`config.mk`:
```
export PLATFORM = sky130hd
export DESIGN_NAME = psat_cell
export DESIGN_NICKNAME = d
export VERILOG_FILES = /design/src/psat_pkg.sv /design/src/psat_cell.sv
export SDC_FILE = /design/constraint.sdc
export NUM_CORES = 2
export LEC_CHECK = 0
export CORE_ASPECT_RATIO = 0.5
export CORE_MARGIN = 2
export CORE_UTILIZATION = 50
export DETAILED_ROUTE_END_ITERATION = 10
export DONT_BUFFER_PORTS = 1
export GPL_ROUTABILITY_DRIVEN = 0
export PLACE_DENSITY = 0.73
export SLEW_MARGIN = 5
export SYNTH_ARGS = -nofsm -noshare
export SYNTH_HDL_FRONTEND = slang
export SYNTH_SLANG_ARGS = --single-unit
```
`constraint.sdc`:
```
create_clock -name clk -period 18.6 [get_ports clk]
set_clock_uncertainty 0.15 [all_clocks]
set_input_delay 3.72 -clock clk [delete_from_list [all_inputs] [get_ports clk]]
set_output_delay 3.72 -clock clk [all_outputs]
set_load 0.005 [all_outputs]
```
`src/psat_pkg.sv`:
```
// types and widths shared by the separating-axis overlap core
// no dependencies; used by psat_cell, psat_axis_gen and the top level
`default_nettype none

package psat_pkg;

    // coordinate, edge component and projection widths (fixed by the Q15.4 format)
    localparam int unsigned COORD_W = 20;
    localparam int unsigned AXIS_W  = 21;
    localparam int unsigned PROD_W  = 41;
    localparam int unsigned PROJ_W  = 42;

    // one axis travelling down the cell chain with its running intervals
    typedef struct packed {
        logic                      valid;
        logic signed [AXIS_W-1:0]  ax;
        logic signed [AXIS_W-1:0]  ay;
        logic                      has_a;
        logic signed [PROJ_W-1:0]  lo_a;
        logic signed [PROJ_W-1:0]  hi_a;
        logic                      has_b;
        logic signed [PROJ_W-1:0]  lo_b;
        logic signed [PROJ_W-1:0]  hi_b;
    } psat_token_t;

endpackage

`default_nettype wire

```
`src/psat_cell.sv`:
```
// one vertex cell of the projection chain: holds a vertex, projects each passing
// axis onto it and folds the result into the interval of its polygon; uses psat_pkg
`default_nettype none

module psat_cell
    import psat_pkg::*;
#(
    parameter bit IS_B = 1'b0
)
(
    input  wire logic                       clk,
    input  wire logic                       rst_n,
    input  wire logic                       wr_en,
    input  wire logic signed [COORD_W-1:0]  wr_x,
    input  wire logic signed [COORD_W-1:0]  wr_y,
    input  wire logic                       active,
    input  wire psat_token_t                tok_in,
    output psat_token_t                     tok_out
);

    logic signed [COORD_W-1:0] x_reg;
    logic signed [COORD_W-1:0] y_reg;
    logic signed [PROD_W-1:0]  prod_x_reg;
    logic signed [PROD_W-1:0]  prod_y_reg;
    logic signed [PROD_W-1:0]  prod_x_next;
    logic signed [PROD_W-1:0]  prod_y_next;
    logic                      act_s1_reg;
    psat_token_t               tok_s1_reg;
    psat_token_t               tok_out_reg;
    psat_token_t               tok_out_next;
    logic signed [PROJ_W-1:0]  proj;

    // vertex storage
    always_ff @(posedge clk)
    begin
        if (wr_en)
        begin
            x_reg <= wr_x;
            y_reg <= wr_y;
        end
    end

    // stage one: the two products
    assign prod_x_next = x_reg * tok_in.ax;
    assign prod_y_next = y_reg * tok_in.ay;

    always_ff @(posedge clk)
    begin
        prod_x_reg <= prod_x_next;
        prod_y_reg <= prod_y_next;
        act_s1_reg <= active;
    end

    always_ff @(posedge clk or negedge rst_n)
    begin
        if (!rst_n)
        begin
            tok_s1_reg  <= '0;
            tok_out_reg <= '0;
        end
        else
        begin
            tok_s1_reg  <= tok_in;
            tok_out_reg <= tok_out_next;
        end
    end

    // stage two: sum and min/max update
    assign proj = {prod_x_reg[PROD_W-1], prod_x_reg} + {prod_y_reg[PROD_W-1], prod_y_reg};

    always_comb
    begin
        tok_out_next = tok_s1_reg;
        if (tok_s1_reg.valid && act_s1_reg)
        begin
            if (IS_B)
            begin
                if (!tok_s1_reg.has_b || (proj < tok_s1_reg.lo_b))
                    tok_out_next.lo_b = proj;
                if (!tok_s1_reg.has_b || (proj > tok_s1_reg.hi_b))
                    tok_out_next.hi_b = proj;
                tok_out_next.has_b = 1'b1;
            end
            else
            begin
                if (!tok_s1_reg.has_a || (proj < tok_s1_reg.lo_a))
                    tok_out_next.lo_a = proj;
                if (!tok_s1_reg.has_a || (proj > tok_s1_reg.hi_a))
                    tok_out_next.hi_a = proj;
                tok_out_next.has_a = 1'b1;
            end
        end
    end

    assign tok_out = tok_out_reg;

endmodule

`default_nettype wire

```
==> impl_metrics.ini <==
[floorplanning]
start_util_pct = 50.8
io_pins = 470
die_h_um = 228
coreArea_mm2 = 0.0985
rows = 81
dieWidth_um = 451
dieArea_mm2 = 0.103

[critical_path]
setup.worst_path.start_class = primary input
cp-end-kind = flip-flop
critPathKind = in2reg
worstPathMaxFanout = 21
cp.arrival_ns = 10.37
cp.required_ns = 18.96

[logic_synthesis]
synth_cell_types = 71
synth_fp_nets = 6180
synth_edf_count = 40
syn_inst = 4704
ys_warn_count = 0
synth_top_area_share_pct = 35.1
synth-seq-area-share_pct = 27.0
syn_avg_cell_area_um2 = 10.6
syn_area_mm2 = 0.0500
synth_flop_cell = dfrtp_1
synth_area_leaders = fa_1 35%, dfrtp_1 21%, ha_1 8.6%, inv_1 7.5%, and2_1 5.8%
synth_top_area_cell = fa_1
async_reset_ff_share_pct = 77.6
synth-seq-cells = 549

[global_route]
grt_overflow_total = 0
groute.usage.overall_pct = 24.2
antenna_found_initial = 18
grt_pass1_wl_um = 195000
grt_pass1_vias = 35808
grt_max_degree = 427

[clocking]
h-tree-depth = 2
clkTransAtPathRegs_ns = 0.06
root_buffer = clkbuf_16
cts_resized = 0
cts.sinks = 549
cts_tree = built
clock_latency_ns = 0.67
cts_buffers = 52
cts_max_path_buffers = 3
cts_hold_buffers = 0
postCtsSetupBuffers = 0

[cells_and_area]
nFillCells = 8392
largest_reg_flops = 213
drive_gt1_share_pct = 3.29
nNetsFinal = 6057
syn2layout_area_growth_pct = 5.68

[sta]
setup_viol = 0
rsz0062_at_grt = no
worst-slew-pin-transition_ns = 1.31
finalSetupTns_ns = 0
finalCriticalPeriod_ns = 10.01
fin_crit_sh_pct = 53.8
maxSlewHeadroom_pct = 12.5
fmaxAchievable_mhz = 99.9
slew_violations = 0
timing_hold_violations_final = 0

[placed_design]
dp_hpwl_um = 93900
numPortBuffers = 0

[routing]
drt.antenna.violating_nets = 0
drt_wl_total_um = 121000
num_vias = 32002
drtIter0Drc = 2500
vias_per_cell = 5.37
drc = 0
wl_per_cell_um = 20.3
drt_pass1_iterations = 5

[job]
drv_cap = 0

[min_path]
hold_class = reg2reg

[outcome]
run_status = completed
## metal layers
layer	global-route usage, %	wire length [um]	part of all wire (%)	vias to the layer above
li1	-	-	-	13939
met1	30.8	47500	39	16631
met2	41.1	60100	50	1148
met3	4.58	8450	7.0	284
met4	9.55	4700	3.9	0
met5	0	0	0	-
## layout by cell type, fill, tap and decap left out, types with 6 or more instances in the layout
master,netlist,layout
inv_1,1004,1004
fa_1,877,877
and2_1,467,467
nand2_1,437,437
dfrtp_1,426,426
ha_1,342,342
o21ai_0,109,109
a21oi_1,106,106
nor2_1,98,98
xnor2_1,87,87
a21o_1,83,83
dfxtp_1,83,83
clkbuf_16,0,52
edfxtp_1,40,40
xor2_1,36,36
mux2_2,35,35
nand2b_1,30,30
o21bai_1,27,27
nand3_1,26,26
nand4_1,20,20
nor3_1,19,19
o21a_1,18,17
diode_2,0,16
and3_1,12,12
o31ai_1,12,12
nor2b_1,11,11
a211oi_1,11,11
a31oi_1,11,11
o211ai_1,8,8
or2_2,7,7
a221oi_1,7,7
clkinv_4,0,6
clkbuf_1,172,6
## area by class of cell
cell class              instances  area (um^2)  area share (%)
repair buffers                  4         30.0          0.0568
well taps                    1328         1660            3.14
clock buffers                  63         1390            2.63
diodes                         16         40.0          0.0757
multi-input cells            2968        32100            60.6
inverters                    1006         3780            7.14
flip-flops and latches        549        13500            25.6
clock inverters                30          404           0.764
## Yosys cell counts, types with 7 or more instances
library cell,instances
nor2_1,98
and3_1,12
nand3_1,26
a21oi_1,106
nor3_1,19
nand4_1,20
dfxtp_1,83
dfrtp_1,426
o21ai_0,109
nor2b_1,11
o21bai_1,27
a221oi_1,7
nand2b_1,30
clkbuf_1,172
a21o_1,83
nand2_1,437
a211oi_1,11
and2_1,467
edfxtp_1,40
o211ai_1,8
o21a_1,18
xor2_1,36
a31oi_1,11
inv_1,1004
ha_1,342
o31ai_1,12
fa_1,877
mux2_2,35
or2_2,7
xnor2_1,87
## critical path, cell delays in order
cell and delay [ns]:
and2_1 0.17, fa_1 0.53, fa_1 0.54, inv_1 0.05
fa_1 0.48, inv_1 0.05, fa_1 0.49, fa_1 0.51
fa_1 0.50, inv_1 0.05, fa_1 0.48, inv_1 0.05
ha_1 0.34, nand3_1 0.20, o22ai_1 0.12, o31a_1 0.32
a2111oi_2 0.49, o21bai_2 0.17, nor4_2 0.31, nor4_1 0.14
a2111oi_4 0.34, a21oi_1 0.14, xor2_1 0.16
## cells by family after synthesis
kind of cell,share of synthesized area [%]
adder cells (fa/ha/maj),43.6
buffers and inverters,8.94
AND/OR/NAND/NOR,11.6
flip-flops,27.0
AO/OA/AOI/OAI,5.81
XOR/XNOR,2.15
multiplexers,0.877
## metrics by stage
step | instances | instance area (um^2) | worst slack, ns | utilization, % | hold WS [ns]
3_5_place_dp | 5855 | 51100 | 8.00 | 51.8 | 0.185
4_1_cts | 5948 | 52900 | 8.66 | 53.7 | 0.177
5_1_grt | 5963 | 52900 | 8.32 | 53.7 | 0.178
6_report | 5964 | 52900 | 8.59 | 53.7 | 0.165
3_3_place_gp | 5855 | 51100 | 8.19 | 51.8 | 0.181
2_1_floorplan | 4704 | 50000 | 8.37 | - | 0.181
## path summary, 6_finish.rpt
kind                                    from               end  slack, ns  cells after the start
setup / recovery                 tok_in[185]    prod_y_reg[39]       8.59                     23
hold reg to reg            tok_out_next[206]      tok_out[206]       0.17                      0
hold / removal             tok_out_next[206]      tok_out[206]       0.17                      0
max in group asynchronous              rst_n  tok_out_next[40]      14.63                      0
setup reg to reg                    x_reg[2]    prod_x_reg[40]      10.46                     23
min in group asynchronous              rst_n      tok_out[206]       2.66                      0
Power is left out: the tool's default activity adds up to more than one toggle a clock period on the data nets, which glitch-free logic cannot reach.
